<file path="src/rtl/core/cve_pkg.sv">
package cve_pkg;

	localparam int unsigned VAL_W       = 64;
	localparam int unsigned GROUP_BITS  = 7;
	localparam int unsigned MAX_GROUPS  = 10;
	localparam int unsigned SH_W        = GROUP_BITS * MAX_GROUPS;
	localparam int unsigned CNT_W       = 4;
	localparam int unsigned BYTE_W      = 8;
	localparam int unsigned Q_DEPTH     = 2;

	localparam logic       TYPE_UNSIGNED = 1'b0;
	localparam logic       TYPE_SIGNED   = 1'b1;
	localparam logic [7:0] GROUP_MASK    = 8'b0111_1111;
	localparam logic [7:0] CONT_FLAG     = 8'b1000_0000;

	// one mapped value with its group count, handed from front to back
	typedef struct packed {
		logic [VAL_W-1:0] value;
		logic [CNT_W-1:0] ngrp;
	} qentry_t;

endpackage

</file>
<file path="src/rtl/core/cve_if.sv">
interface cve_in_if;
	import cve_pkg::*;
	logic             valid;
	logic             ready;
	logic             req_type;
	logic [VAL_W-1:0] value;

	modport source (output valid, output req_type, output value, input ready);
	modport sink   (input valid, input req_type, input value, output ready);
endinterface

interface cve_out_if;
	import cve_pkg::*;
	logic              valid;
	logic              ready;
	logic [BYTE_W-1:0] out_byte;
	logic              last;

	modport source (output valid, output out_byte, output last, input ready);
	modport sink   (input valid, input out_byte, input last, output ready);
endinterface

</file>
<file path="src/rtl/core/cve_front.sv">
module cve_front import cve_pkg::*; (
	input  logic          clk,
	input  logic          arst_n,
	cve_in_if.sink        din,
	output logic          push_valid,
	output qentry_t       push_data,
	input  logic          push_ready
);

	logic             valid_s1;
	logic [VAL_W-1:0] value_s1;
	logic [VAL_W-1:0] mapped;
	logic [VAL_W-1:0] neg;
	logic [CNT_W-1:0] ngrp;

	assign din.ready = !valid_s1 || push_ready;

	// sign/magnitude fold: v >= 0 -> 2v, v < 0 -> 2|v|+1, mod 2^64
	always_comb begin
		neg    = ~din.value + VAL_W'(1);
		mapped = din.value;
		if (din.req_type == TYPE_SIGNED) begin
			if (din.value[VAL_W-1])
				mapped = {neg[VAL_W-2:0], 1'b1};
			else
				mapped = {din.value[VAL_W-2:0], 1'b0};
		end
	end

	always_ff @(posedge clk or negedge arst_n) begin
		if (!arst_n) begin
			valid_s1 <= 1'b0;
		end else if (din.ready) begin
			valid_s1 <= din.valid;
		end
	end

	always_ff @(posedge clk) begin
		if (din.valid && din.ready) begin
			value_s1 <= mapped;
		end
	end

	// number of 7-bit groups up to the top nonzero one, at least one
	always_comb begin
		ngrp = CNT_W'(1);
		for (int k = 1; k < MAX_GROUPS; k++) begin
			if ((value_s1 >> (GROUP_BITS * k)) != '0)
				ngrp = CNT_W'(k + 1);
		end
	end

	assign push_valid      = valid_s1;
	assign push_data.value = value_s1;
	assign push_data.ngrp  = ngrp;

endmodule

</file>
<file path="src/rtl/core/cve_queue.sv">
module cve_queue import cve_pkg::*; #(
	parameter int unsigned DEPTH = Q_DEPTH
) (
	input  logic    clk,
	input  logic    arst_n,
	input  logic    push_valid,
	input  qentry_t push_data,
	output logic    push_ready,
	output logic    pop_valid,
	output qentry_t pop_data,
	input  logic    pop_ready
);

	localparam int unsigned PTR_W = (DEPTH > 1) ? $clog2(DEPTH) : 1;
	localparam int unsigned CNT_QW = $clog2(DEPTH + 1);

	qentry_t           mem_q [DEPTH];
	logic [PTR_W-1:0]  wr_ptr_q;
	logic [PTR_W-1:0]  rd_ptr_q;
	logic [CNT_QW-1:0] count_q;
	logic              do_push;
	logic              do_pop;

	assign push_ready = (count_q != CNT_QW'(DEPTH));
	assign pop_valid  = (count_q != '0);
	assign pop_data   = mem_q[rd_ptr_q];
	assign do_push    = push_valid && push_ready;
	assign do_pop     = pop_valid && pop_ready;

	always_ff @(posedge clk or negedge arst_n) begin
		if (!arst_n) begin
			wr_ptr_q <= '0;
			rd_ptr_q <= '0;
			count_q  <= '0;
		end else begin
			if (do_push)
				wr_ptr_q <= (wr_ptr_q == PTR_W'(DEPTH - 1)) ? '0 : wr_ptr_q + PTR_W'(1);
			if (do_pop)
				rd_ptr_q <= (rd_ptr_q == PTR_W'(DEPTH - 1)) ? '0 : rd_ptr_q + PTR_W'(1);
			if (do_push && !do_pop)
				count_q <= count_q + CNT_QW'(1);
			else if (do_pop && !do_push)
				count_q <= count_q - CNT_QW'(1);
		end
	end

	always_ff @(posedge clk) begin
		if (do_push) begin
			mem_q[wr_ptr_q] <= push_data;
		end
	end

endmodule

</file>
<file path="src/rtl/core/cve_back.sv">
module cve_back import cve_pkg::*; (
	input  logic     clk,
	input  logic     arst_n,
	input  logic     pop_valid,
	input  qentry_t  pop_data,
	output logic     pop_ready,
	cve_out_if.source dout
);

	logic              busy_q;
	logic [CNT_W-1:0]  rem_q;
	logic [SH_W-1:0]   sh_q;
	logic              out_valid_q;
	logic [BYTE_W-1:0] out_byte_q;
	logic              last_q;
	logic              adv;
	logic              emit;
	logic              done;
	logic              load;
	logic [SH_W-1:0]   aligned;

	assign adv       = !out_valid_q || dout.ready;
	assign emit      = busy_q && adv;
	assign done      = emit && (rem_q == CNT_W'(1));
	assign load      = pop_valid && (!busy_q || done);
	assign pop_ready = !busy_q || done;

	// left-justify so the leading group sits in the top seven bits
	always_comb begin
		aligned = '0;
		for (int k = 1; k <= MAX_GROUPS; k++) begin
			if (pop_data.ngrp == CNT_W'(k))
				aligned = SH_W'(pop_data.value) << (GROUP_BITS * (MAX_GROUPS - k));
		end
	end

	always_ff @(posedge clk or negedge arst_n) begin
		if (!arst_n) begin
			busy_q      <= 1'b0;
			out_valid_q <= 1'b0;
		end else begin
			if (load)
				busy_q <= 1'b1;
			else if (done)
				busy_q <= 1'b0;
			if (adv)
				out_valid_q <= emit;
		end
	end

	always_ff @(posedge clk) begin
		if (load) begin
			sh_q  <= aligned;
			rem_q <= pop_data.ngrp;
		end else if (emit) begin
			sh_q  <= sh_q << GROUP_BITS;
			rem_q <= rem_q - CNT_W'(1);
		end
		if (emit) begin
			out_byte_q <= ((rem_q == CNT_W'(1)) ? '0 : CONT_FLAG)
				| ({1'b0, sh_q[SH_W-1 -: GROUP_BITS]} & GROUP_MASK);
			last_q     <= (rem_q == CNT_W'(1));
		end
	end

	assign dout.valid    = out_valid_q;
	assign dout.out_byte = out_byte_q;
	assign dout.last     = last_q;

endmodule

</file>
<file path="src/rtl/core/compact_varint_encoder.sv">
// Base-128 varint encoder, most significant group first.
// din: one word per value, req_type (0 unsigned, 1 signed) and 64-bit value.
//   Signed values are folded to 2v / 2|v|+1 before encoding.
// dout: one byte per word; bit 7 set on all but the final byte, which has
//   last high. Zero encodes as a single 0x00.
// Both channels use valid/ready; a word moves when both are high.
// A value taken by din passes the fold register, group-count queue write
//   and back-end load; its first byte leaves from the output register.
// Throughput: the back-end shifter emits one byte per cycle while dout is
//   ready, and a value has 1 to 10 bytes; up to QUEUE_DEPTH folded values
//   wait in the queue while the back end is busy, and din keeps accepting
//   until the queue and fold register are full.
// When dout stalls, the output register holds its byte and the back end
//   stops; the queue then fills and din.ready drops.
// Reset (arst_n low) empties the fold stage, queue and output register;
// in-flight values are dropped.
module compact_varint_encoder import cve_pkg::*; #(
	parameter int unsigned QUEUE_DEPTH = Q_DEPTH
) (
	input  logic       clk,
	input  logic       arst_n,
	cve_in_if.sink     din,
	cve_out_if.source  dout
);

	logic    push_valid;
	logic    push_ready;
	qentry_t push_data;
	logic    pop_valid;
	logic    pop_ready;
	qentry_t pop_data;

	cve_front u_front (
		.clk        (clk),
		.arst_n     (arst_n),
		.din        (din),
		.push_valid (push_valid),
		.push_data  (push_data),
		.push_ready (push_ready)
	);

	cve_queue #(
		.DEPTH (QUEUE_DEPTH)
	) u_queue (
		.clk        (clk),
		.arst_n     (arst_n),
		.push_valid (push_valid),
		.push_data  (push_data),
		.push_ready (push_ready),
		.pop_valid  (pop_valid),
		.pop_data   (pop_data),
		.pop_ready  (pop_ready)
	);

	cve_back u_back (
		.clk       (clk),
		.arst_n    (arst_n),
		.pop_valid (pop_valid),
		.pop_data  (pop_data),
		.pop_ready (pop_ready),
		.dout      (dout)
	);

endmodule

</file>
<file path="src/flat_wrapper.sv">
// flat-port wrapper written by rule: the top's interface ports become plain ports
module compact_varint_encoder_flat import cve_pkg::*;
#(
	parameter int unsigned QUEUE_DEPTH = Q_DEPTH
)
  (clk, arst_n, din_valid, din_req_type, din_value, din_ready, dout_valid, dout_out_byte, dout_last, dout_ready);
  cve_in_if din_i ();
  cve_out_if dout_i ();
  input  logic clk;
  input  logic arst_n;
  input wire logic [$bits(din_i.valid)-1:0] din_valid;
  input wire logic [$bits(din_i.req_type)-1:0] din_req_type;
  input wire logic [$bits(din_i.value)-1:0] din_value;
  output wire logic [$bits(din_i.ready)-1:0] din_ready;
  output wire logic [$bits(dout_i.valid)-1:0] dout_valid;
  output wire logic [$bits(dout_i.out_byte)-1:0] dout_out_byte;
  output wire logic [$bits(dout_i.last)-1:0] dout_last;
  input wire logic [$bits(dout_i.ready)-1:0] dout_ready;
  assign din_i.valid = din_valid;
  assign din_i.req_type = din_req_type;
  assign din_i.value = din_value;
  assign din_ready = din_i.ready;
  assign dout_valid = dout_i.valid;
  assign dout_out_byte = dout_i.out_byte;
  assign dout_last = dout_i.last;
  assign dout_i.ready = dout_ready;
  compact_varint_encoder #(.QUEUE_DEPTH(QUEUE_DEPTH)) u_core (.clk(clk), .arst_n(arst_n), .din(din_i), .dout(dout_i));
endmodule
</file>
<file path="config.mk">
export PLATFORM = sky130hd
export DESIGN_NAME = compact_varint_encoder_flat
export DESIGN_NICKNAME = d
export VERILOG_FILES = /design/src/rtl/core/cve_pkg.sv /design/src/rtl/core/cve_if.sv /design/src/rtl/core/cve_front.sv /design/src/rtl/core/cve_queue.sv /design/src/rtl/core/cve_back.sv /design/src/rtl/core/compact_varint_encoder.sv /design/src/flat_wrapper.sv
export SDC_FILE = /design/constraint.sdc
export NUM_CORES = 1
export LEC_CHECK = 0
export ABC_AREA = 1
export ABC_CLOCK_PERIOD_IN_PS = 5600
export BUFFER_PORTS_ARGS = -buffer_cell sky130_fd_sc_hd__buf_4
export CAP_MARGIN = 20
export CORE_UTILIZATION = 45
export CTS_CLUSTER_SIZE = 10
export DETAILED_ROUTE_END_ITERATION = 7
export GPL_TIMING_DRIVEN = 0
export MAX_ROUTING_LAYER = met4
export SLEW_MARGIN = 20
export SYNTH_ARGS = -nofsm -noshare
export SYNTH_HDL_FRONTEND = slang
export SYNTH_HIERARCHICAL = 1
export SYNTH_SLANG_ARGS = --single-unit
</file>
<file path="constraint.sdc">
create_clock -name clk -period 5.6 [get_ports clk]
set_input_delay 1.12 -clock clk [delete_from_list [all_inputs] [get_ports clk]]
set_output_delay 1.12 -clock clk [all_outputs]
set_load 0.02 [all_outputs]
</file>
==> results of run 1 <==
## stage by stage
step           cell area [um2]  cells  total power [mW]  hold WS (ns)
4_1_cts                  19400   2689              8.77         0.378
3_3_place_gp             18000   2624              6.62         0.401
6_report                 19400   2689              8.78         0.394
5_1_grt                  19400   2689              9.23         0.386
3_5_place_dp             18400   2635              6.73         0.405
2_1_floorplan            16900   2078              5.35         0.400
## area by class of cell
class | instances | area share
flip-flops and latches | 290 | 0.447
multi-input cells | 1507 | 0.362
clock buffers | 49 | 0.0490
inverters | 192 | 0.0373
repair buffers | 89 | 0.0454
plain buffers | 89 | 0.0256
clock inverters | 5 | 0.00316
well taps | 468 | 0.0302
## sequential cells by signal, indices dropped and copies added, names as in the netlist, 2 cells and up
register                     cells
u_core/u_queue/count_q           2
u_core/u_back/rem_q              4
u_core/u_back/sh_q              70
u_core/u_back/dout.out_byte      8
u_core/u_front/value_s1         64
u_core/u_queue/mem_q           136
## cell families (layout without fill, tap and decap cells)
kind of cell,after synthesis,after routing,share of synthesized area
AO/OA/AOI/OAI,271,271,0.0894
XOR/XNOR,32,32,0.0166
adder cells (fa/ha/maj),4,4,0.00297
buffers and inverters,281,424,0.0723
flip-flops,290,290,0.514
AND/OR/NAND/NOR,1200,1200,0.305
## power groups by stage
stage               logic (mW)  clock network, mW  registers (mW)
finish                    3.48               2.02            3.28
global route              3.76               2.14            3.33
CTS                       3.42               2.06            3.28
detailed placement        3.41                  0            3.32
global placement          3.24                  0            3.38
floorplan                 2.03                  0            3.32
## worst paths after layout
| kind | startpoint | endpoint | slack (ns) | cells after the start |
|---|---|---|---|---|
| min | arst_n | u_core/u_front/push_valid | 0.39 | 1 |
| max reg2reg | u_core/u_queue/rd_ptr_q | u_core/u_back/sh_q[64] | 2.37 | 13 |
| max in group asynchronous | arst_n | u_core/u_back/busy_q | 5.08 | 1 |
| min in group clk | u_core/u_back/sh_q[68] | u_core/u_back/dout.out_byte[5] | 0.42 | 0 |
| max | u_core/u_queue/rd_ptr_q | u_core/u_back/sh_q[64] | 2.37 | 13 |
| min reg2reg | u_core/u_back/sh_q[68] | u_core/u_back/dout.out_byte[5] | 0.42 | 0 |
## synth_stat cells, types with 3 or more instances
cell type  instances  share of area
a21oi_1           70          0.021
a31oi_1            9         0.0033
buf_1              4        0.00089
buf_2             43          0.013
buf_4              9         0.0040
buf_6             10         0.0067
clkbuf_1          23         0.0051
dfrtp_1            7          0.010
edfxtp_1         283           0.50
ha_1               4         0.0030
inv_1            173          0.038
inv_2             18         0.0040
nand2_1          689           0.15
nand2_2            7         0.0026
nand2_4            5         0.0033
nand3_1          150          0.044
nand3_2            5         0.0030
nand3_4            3         0.0031
nand4_1           45          0.017
nor2_1           240          0.053
nor2_2             7         0.0026
nor2_4             9         0.0060
nor2_8             3         0.0036
nor3_1            28         0.0083
o21ai_0          101          0.030
o21ai_1           30         0.0089
o21ai_2            5         0.0026
o21bai_1           4         0.0018
o221ai_1           5         0.0026
o22ai_1           38          0.014
xnor2_1            7         0.0036
xor2_1            25          0.013
## worst max-delay path, stage by stage (launching register included)
cell and delay (ns):
dfrtp_1 0.36, buf_4 0.18, inv_4 0.12, buf_2 0.28, nand2_1 0.08, nand2_1 0.27
nor2_4 0.14, nand2_2 0.20, buf_2 0.27, nor2_1 0.08, nor3_1 0.46, nand4_1 0.31
nand2_1 0.14, nand2_1 0.06
## routing by layer
metal / vias up / GRT usage
li1: 7177 / -
met1: 7023 / 0.386
met2: 641 / 0.503
met3: 142 / 0.0354
met4: 0 / 0.144
met5: - / -
==> qor.txt, run 1 <==
result of the run: finished, final reports clean
Detailed Place HPWL: 45000 um
leakage power of the design: 8.14 nW
Cell Area, Synth: 0.0169 mm2
Port-buffer cells: 78
Final Cycle Share: 0.577
worst-margin pin slew: 0.872 ns
number of synthesized register bits: 290
total met3 wirelength after detailed routing: 3280 um
fraction of the yosys area taken by sequential cells: 0.514
clock skew after layout: 0.0234 ns
hold buffers post-CTS: 0
antenna violations before repair: 0
via count: 15000
final hold viol count: 0
sequential fraction of design power: 0.374
most common library cell in the layout ignoring fill and taps: nand2_1
horizontal die dimension: 196 um
endpoint arrival time on the critical path: 3.51 ns
min Tclk post-route: 3.23 ns
vias in the first global route: 14300
Power Dens Cells: 453 mW/mm2
number of nets in the synthesized netlist: 2151
Rel. slew slack: 0.412
worst slack at placement: 2.37 ns
maximum clock rate: 309 MHz
Initial Util: 0.459
setup repair after global routing missed its margin: no
Sw Share: 0.409
storage element area: 0.00867 mm2
wire length of the first global-routing pass: 85900 um
cell at the root of the clock tree: clkbuf_16
TritonCTS clock tree: done
CP Data Required Time: 5.88 ns
filler cell count in the final layout: 3467
Std-Cell Rows: 70
highest layer used for signal routing: met4
routed length on met2: 27000 um
Fin Setup TNS: 0 ns
class of the most critical setup path: flip-flop to flip-flop
pin count of the biggest net entering global routing: 27
vias per inst: 5.57
clock transition at the registers of the reported paths: 0.05 ns
Net Sw Power: 3.59 mW
Post CTS Setup Buffer Count: 0
total global routing overflow: 0
fraction of the core area covered by cells at the end of the flow: 0.527
warning count from the yosys run: 6
remaining routing DRC violations: 0
sort of element at the end of the critical path: flip-flop
Multi-input gate area: 0.00702 mm2
share of power burned in combinational logic: 0.396
Inserted Clock Buffers: 35
Max-Cap Viols: 0
worst min path class: input pin to asynchronous set/reset pin
Netlist cell types: 47
Post-synth EDFFs: 283
worst-case clock buffer depth: 3
Core ar.: 0.0368 mm2
number of failing setup endpoints in the final timing report: 0
share of final-layout standard cells stronger than drive strength 1: 0.120
count of antenna-violating nets left after detailed routing: 0
drt first pass iters: 5
global-route usage over all layers: 0.308
internal power contribution: 5.19 mW
total count of max-transition violations in the final report: 0
IR drop worst, VDD: 0.220 mV
Critical Path Source Type: flip-flop
FFs w/ async S/R, synth: 0.0241
Max Fanout on Critical Path: 10
nets: 2277
Post-synth top flop: edfxtp_1
layout overhead on the synthesized area: 14.9%
drt initial violations: 1327
commonest non-fill, non-tap cells in the layout: nand2_1, edfxtp_1, nor2_1
post-detailed-route wirelength per cell: 21.2 um
CTS HTree Levels: 2
total wire length: 57100 um
total number of clock tree sinks: 290
Clock Latency Late Sink: 0.53 ns
synthesized instance count: 2078
overall die area: 0.0383 mm2
antenna diode count: 0
boundary pin count: 80
Avg Cell Area, Syn: 8.12 um2
share of total power in the clock network: 0.230
CTS resizes: 0
final weighted congestion in routability-driven placement: 0.990
setup slack of the critical path after layout: 2.37 ns
total routed wire length on the met1 layer: 24000 um
height of the die: 196 um
(Power assumes the default switching activity.)
==> run 2, diff against run 1 <==
ABC_AREA = 0   (was 1)
ABC_CLOCK_PERIOD_IN_PS = 2800   (was 5600)
clock period = 2.8 ns   (was 5.6 ns; I/O delays follow)
==> qor.txt, run 2 <==
number of synthesized register bits: 290 (unchanged)
most numerous cell types in the synthesized netlist: edfxtp_1, nor2_1, nand2_1
setup slack of the critical path after layout: -0.0336 ns (-2.40 ns)
maximum clock rate: 353 MHz (+14%)
final weighted congestion in routability-driven placement: 1.02 (+2.7%)
class of the most critical setup path: flip-flop to flip-flop
multiplexer area fraction after synthesis: 0.0814 (+0.0814)
Sw Share: 0.402 (-0.00639)
number of nets in the synthesized netlist: 1498 (-30%)
clock transition at the registers of the reported paths: 0.05 ns (about the same)
pin count of the biggest net entering global routing: 61 (+130%)
sequential fraction of design power: 0.346 (-0.028)
synthesized instance count: 1425 (-31%)
leading post-synthesis cells by cell area: edfxtp_1, mux2_2, nor2_1
total wire length: 54800 um (-3.9%)
post-detailed-route wirelength per cell: 27.3 um (+28%)
dominant combinational cell family by area after synthesis: compound AO/OA/AOI/OAI gates
Cell Area, Synth: 0.0160 mm2 (-5.4%)
via count: 12700 (-15%)
result of the run: finished, violations left
share of final-layout standard cells stronger than drive strength 1: 0.219 (+0.0983)
vias in the first global route: 12100 (-16%)
total global routing overflow: 0 (unchanged)
layout overhead on the synthesized area: 16.8%
Clock Latency Late Sink: 0.52 ns (about the same)
final hold viol count: 0 (unchanged)
Power Dens Cells: 1000 mW/mm2 (+120%)
warning count from the yosys run: 6 (unchanged)
sort of element at the end of the critical path: flip-flop
Std-Cell Rows: 68 (-2.9%)
Netlist cell types: 83 (+77%)
count of antenna-violating nets left after detailed routing: 0 (unchanged)
Max Fanout on Critical Path: 10 (unchanged)
antenna violations before repair: 0 (unchanged)
CP Data Required Time: 3.16 ns (-2.72 ns)
cell at the root of the clock tree: clkbuf_16
Regs by FF count: u_core/u_queue/mem_q x136, u_core/u_back/sh_q x70, u_core/u_front/value_s1 x64
min Tclk post-route: 2.83 ns (-0.398 ns)
antenna diode count: 0 (unchanged)
Post-synth top flop: edfxtp_1
worst-margin pin slew: 0.910 ns (+0.0377 ns)
Post-synth EDFFs: 283 (unchanged)
boundary pin count: 80 (unchanged)
drt initial violations: 1174 (-12%)
drt first pass iters: 6 (+1)
share of total power in the clock network: 0.211 (-0.019)
TritonCTS clock tree: done
worst slack at placement: -0.595 ns (-2.96 ns)
most frequently used cell type in the post-synthesis netlist: edfxtp_1
remaining routing DRC violations: 0 (unchanged)
clock skew after layout: 0.0176 ns (-0.00583 ns)
share of power burned in combinational logic: 0.443 (+0.047)
XOR/XNOR share of the synthesized area: 0.0274 (+0.0108)
number of flip-flops under the largest register name: 136 (unchanged)
most common library cell in the layout ignoring fill and taps: edfxtp_1
final standard cell area without fillers: 0.0187 mm2 (-3.8%)
CTS HTree Levels: 2 (unchanged)
horizontal die dimension: 190 um (-2.7%)
Detailed Place HPWL: 39600 um (-12%)
leakage power of the design: 6.52 nW (-20%)
Rel. slew slack: 0.393 (-0.0190)
IR drop worst, VDD: 0.483 mV (+120%)
total count of max-transition violations in the final report: 0 (unchanged)
height of the die: 190 um (-2.7%)
FFs w/ async S/R, synth: 0.0241 (unchanged)
Net Sw Power: 7.51 mW (+110%)
placed cell area: 0.0173 mm2 (-6.1%)
fraction of the mapped netlist area in compound gates: 0.168 (+0.0790)
internal power contribution: 11.2 mW (+110%)
Initial Util: 0.460 (+0.00129)
Max-Cap Viols: 0 (unchanged)
setup repair after global routing missed its margin: yes
synthesized-area fraction occupied by and/or/nand/nor cells: 0.137 (-0.168)
overall die area: 0.0363 mm2 (-5.3%)
leading area contributor after synthesis: edfxtp_1
total number of clock tree sinks: 290 (unchanged)
total power: 18.7 mW (+110%)
commonest non-fill, non-tap cells in the layout: edfxtp_1, nor2_1, nand2_1
Final Cycle Share: 1.01 (+0.435)
wire length of the first global-routing pass: 79900 um (-7.0%)
Post-Synth Adder-Cell Area: 0.00313 (+0.000168)
most flop-heavy register: u_core/u_queue/mem_q
Port-buffer cells: 74 (-5.1%)
worst-case clock buffer depth: 3 (unchanged)
fraction of the yosys area taken by sequential cells: 0.543 (+0.0291)
nets: 1617 (-29%)
vias per inst: 6.32 (+13%)
global-route usage over all layers: 0.312 (+0.00347)
Inserted Clock Buffers: 35 (unchanged)
violations in the final reports: negative setup slack
Core ar.: 0.0347 mm2 (-5.6%)
post-synth top area share: 0.532 (+0.0286)
Critical Path Source Type: flip-flop
worst min path class: input pin to flip-flop
number of failing setup endpoints in the final timing report: 1 (+1)
endpoint arrival time on the critical path: 3.19 ns (-0.32 ns)
Avg Cell Area, Syn: 11.2 um2 (+38%)
==> run 2: cell types whose count changed in the layout (fill, tap and decap cells not counted), moves of 26 or more <==
cell	delta
inv_1	-158
a22oi_1	+26
nor2_1	-89
nand4_1	-33
o22ai_1	-26
mux2i_1	+35
mux2_2	+66
nand3_1	-124
nand2_1	-596
==> run 2: worst paths after layout <==
check / slack (ns) / depth (start not counted) / from / end
max: -0.03 / 9 / u_core/u_queue/rd_ptr_q / u_core/u_back/sh_q[58]
min: 0.24 / 2 / din_valid / u_core/u_front/push_valid
max reg2reg: -0.03 / 9 / u_core/u_queue/rd_ptr_q / u_core/u_back/sh_q[58]
min reg2reg: 0.43 / 0 / u_core/u_back/sh_q[68] / u_core/u_back/dout.out_byte[5]
max in group asynchronous: 2.28 / 2 / arst_n / u_core/u_queue/wr_ptr_q
min in group asynchronous: 0.39 / 2 / arst_n / u_core/u_queue/count_q[1]
==> run 2: area by class of cell <==
class,instances,area (um2)
sequential,290,8670
buffer,114,652
inverter,15,56.3
clock buffer,44,931
tap,455,569
clock inverter,5,37.5
fill,3090,16100
timing repair buffer,86,753
multi-input combinational,1002,6980
==> run 2: worst max-delay path, stage by stage (launching register included) <==
cell and delay (ns):
dfrtp_1 0.37, buf_6 0.15, buf_12 0.15, mux2_2 0.23
clkbuf_1 0.62, mux2_2 0.29, nand3_1 0.08, a211oi_1 0.47
a21oi_1 0.11, o21ai_0 0.19
==> run 2: what timing repair did <==
action / in CTS / in global routing
setup buffers: 3 / 2
hold endpoints to repair: 7 / 0
pin swaps: 7 / 3
hold buffers: 1 / 0
endpoints found under the setup margin: 69 / 32
resized for setup: 70 / 34
==> run 2: power groups by stage <==
stage	logic (mW)	registers (mW)	clock network (mW)
6_report	8.26	6.46	3.95
5_1_grt	8.56	6.55	4.17
4_1_cts	7.87	6.47	4.02
3_5_place_dp	7.54	6.55	0
3_3_place_gp	7.43	6.57	0
2_1_floorplan	4.64	6.47	0
==> run 2: logic make-up after synthesis <==
group           count (synthesis)
simple gates                  427
buf+inv                       133
mux                           115
xor+xnor                       50
flops                         290
compound gates                406
fa+ha+maj                       4
==> run 2: per-stage QoR <==
step	std cells	hold WS, ns	utilization	TNS (ns)
5_1_grt	2011	0.254	0.537	-0.0279
3_3_place_gp	1954	0.376	0.493	-101.36
6_report	2011	0.243	0.537	-0.0336
2_1_floorplan	1425	0.264	-	0
3_5_place_dp	1960	0.379	0.497	-20.97
4_1_cts	2009	0.227	0.534	0
==> run 2: metal layers <==
metal / vias up / routed length [um] / track usage
met1: 6228 / 23600 / 0.416
met3: 138 / 3850 / 0.0451
met2: 607 / 24900 / 0.472
met4: 0 / 2520 / 0.138
li1: 5727 / - / -
met5: - / 0 / -
==> run 3, diff against run 2 <==
SKIP_CTS_REPAIR_TIMING = 1   (was default)
==> qor.txt, run 3 (same netlist as run 2, synthesis figures left out) <==
IR drop worst, VDD: 0.487 mV (+0.72%)
family with the most delay on the worst path: buffers and inverters
Worst Hold Margin: 0.240 ns (-0.00217 ns)
Max Fanout on Critical Path: 10 (unchanged)
cell with the biggest individual delay on the critical path: a221oi_1
buffers plus inverters on the worst setup path: 5 (+2)
cells traversed along the worst timing path: buf_6 -> buf_12 -> mux2_2 -> buf_4 -> buf_2 -> inv_1 -> a21oi_1 -> nor3_1 -> a221oi_1 -> o21ai_2
Multi-input gate area: 0.00706 mm2 (+1.1%)
leakage power of the design: 6.54 nW (+0.29%)
setup repair after global routing missed its margin: yes
source of the critical timing path: u_core/u_queue/rd_ptr_q
pin count of the biggest net entering global routing: 61 (unchanged)
Net Sw Power: 7.58 mW (+0.88%)
clock transition at the registers of the reported paths: 0.05 ns (about the same)
Rel. slew slack: 0.407 (+0.0140)
class of the most critical setup path: flip-flop to flip-flop
Hold Startpoint: din_valid
critical path's largest stage delay: 0.39 ns (-0.23 ns)
worst-case clock buffer depth: 3 (unchanged)
global-route usage over all layers: 0.310 (-0.00157)
height of the die: 190 um (unchanged)
commonest non-fill, non-tap cells in the layout: edfxtp_1, nor2_1, buf_4, nand2_1, a21oi_1
worst-margin pin slew: 0.889 ns (-0.0210 ns)
via count: 12800 (+0.55%)
total wire length: 54900 um (+0.19%)
share of total power in the clock network: 0.210 (about the same)
clock skew after layout: 0.0175 ns (-0.0000898 ns)
Std-Cell Rows: 68 (unchanged)
filler cell count in the final layout: 3089 (-0.032%)
most common library cell in the layout ignoring fill and taps: edfxtp_1
drt initial violations: 1287 (+9.6%)
antenna diode count: 0 (unchanged)
share of power burned in combinational logic: 0.446 (+0.003)
TritonCTS clock tree: done
Sw Share: 0.404 (+0.00122)
CTS HTree Levels: 2 (unchanged)
count of antenna-violating nets left after detailed routing: 0 (unchanged)
storage element area: 0.00867 mm2 (unchanged)
Core ar.: 0.0347 mm2 (unchanged)
Clock Latency Late Sink: 0.52 ns (about the same)
wire length of the first global-routing pass: 79400 um (-0.62%)
remaining routing DRC violations: 0 (unchanged)
nets: 1617 (unchanged)
Max-Cap Viols: 0 (unchanged)
Regs by FF count: u_core/u_queue/mem_q x136, u_core/u_back/sh_q x70, u_core/u_front/value_s1 x64
CP Data Required Time: 3.04 ns (-0.12 ns)
number of flip-flops under the largest register name: 136 (unchanged)
layout overhead on the synthesized area: 17.4%
total global routing overflow: 0 (unchanged)
endpoint arrival time on the critical path: 3.07 ns (-0.12 ns)
overall die area: 0.0363 mm2 (unchanged)
violations in the final reports: negative setup slack
Initial Util: 0.460 (unchanged)
worst reg2reg startpoint: u_core/u_queue/rd_ptr_q
sort of element at the end of the critical path: flip-flop
final weighted congestion in routability-driven placement: 1.02 (unchanged)
vias in the first global route: 12000 (-0.60%)
fraction of the core area covered by cells at the end of the flow: 0.540 (+0.00252)
share of final-layout standard cells stronger than drive strength 1: 0.225 (+0.00643)
Critical Path Source Type: flip-flop
horizontal die dimension: 190 um (unchanged)
Power Dens Cells: 1000 mW/mm2 (+0.10%)
Inserted Clock Buffers: 35 (unchanged)
total count of max-transition violations in the final report: 0 (unchanged)
most flop-heavy register: u_core/u_queue/mem_q
Port-buffer cells: 74 (unchanged)
worst min path class: input pin to flip-flop
sequential fraction of design power: 0.344 (-0.002)
drt first pass iters: 6 (unchanged)
Detailed Place HPWL: 39600 um (unchanged)
internal power contribution: 11.2 mW (+0.36%)
total power: 18.8 mW (+0.57%)
result of the run: finished, violations left
number of failing setup endpoints in the final timing report: 2 (+1)
maximum clock rate: 354 MHz (+0.30%)
Fin Setup TNS: -0.0349 ns (-0.00124 ns)
final hold viol count: 0 (unchanged)
boundary pin count: 80 (unchanged)
total number of clock tree sinks: 290 (unchanged)
post-detailed-route wirelength per cell: 27.3 um (+0.19%)
setup slack of the critical path after layout: -0.0251 ns (+0.00847 ns)
Final Cycle Share: 1.01 (-0.00302)
cell at the root of the clock tree: clkbuf_16
antenna violations before repair: 0 (unchanged)
min Tclk post-route: 2.83 ns (-0.00847 ns)
vias per inst: 6.35 (+0.55%)
[run 3: cell types whose count changed in the layout (fill, tap and decap cells not counted), sizes merged]
cell	delta
buf	-1
clkbuf	+1
[run 3: through the flow]
| step | setup slack (ns) | std cells | cell area, um2 |
|---|---|---|---|
| floorplan | 0.0387 | 1425 | 16000 |
| global placement | -0.783 | 1954 | 17100 |
| detailed placement | -0.595 | 1960 | 17300 |
| CTS | -0.615 | 2009 | 18200 |
| global route | -0.0314 | 2011 | 18700 |
| finish | -0.0251 | 2011 | 18700 |
[run 3: worst reg2reg max path, stage by stage, from the launching register on]
cell      delay [ns]
dfrtp_1         0.37
buf_6           0.15
buf_12          0.16
mux2_2          0.26
buf_4           0.21
buf_2           0.32
inv_1           0.27
a21oi_1         0.21
nor3_1          0.08
a221oi_1        0.39
o21ai_2         0.13
[run 3: metal layers]
metal,vias up,part of all wire,global-route usage
met5,-,0,-
met4,0,0.047,0.135
met3,152,0.072,0.0502
met2,626,0.45,0.472
met1,6257,0.43,0.409
li1,5735,-,-
[run 3: area by class of cell]
cell class	instances	area share
tap	455	0.0304
timing repair buffer	87	0.0406
multi-input combinational	1002	0.377
buffer	113	0.0349
inverter	15	0.00300
sequential	290	0.463
clock inverter	5	0.00200
clock buffer	44	0.0497
[run 3: path summary, 6_finish.rpt]
check                                                      end  slack, ns  cells past startpoint
worst max-delay path                    u_core/u_back/sh_q[45]      -0.03                     10
worst min-delay path                 u_core/u_front/push_valid       0.24                      2
worst max register to register          u_core/u_back/sh_q[45]      -0.03                     10
worst min register to register  u_core/u_back/dout.out_byte[2]       0.43                      0
max in group asynchronous              u_core/u_queue/wr_ptr_q       2.29                      2
min in group asynchronous            u_core/u_queue/count_q[1]       0.39                      2
[run 3: power by group through the flow]
stage / clock (mW) / sequential [mW] / combinational, mW
after floorplan: 0 / 6.47 / 4.64
after global routing: 4.17 / 6.55 / 8.65
after detailed placement: 0 / 6.55 / 7.54
after global placement: 0 / 6.57 / 7.43
after CTS: 4.02 / 6.47 / 7.58
final: 3.95 / 6.46 / 8.36
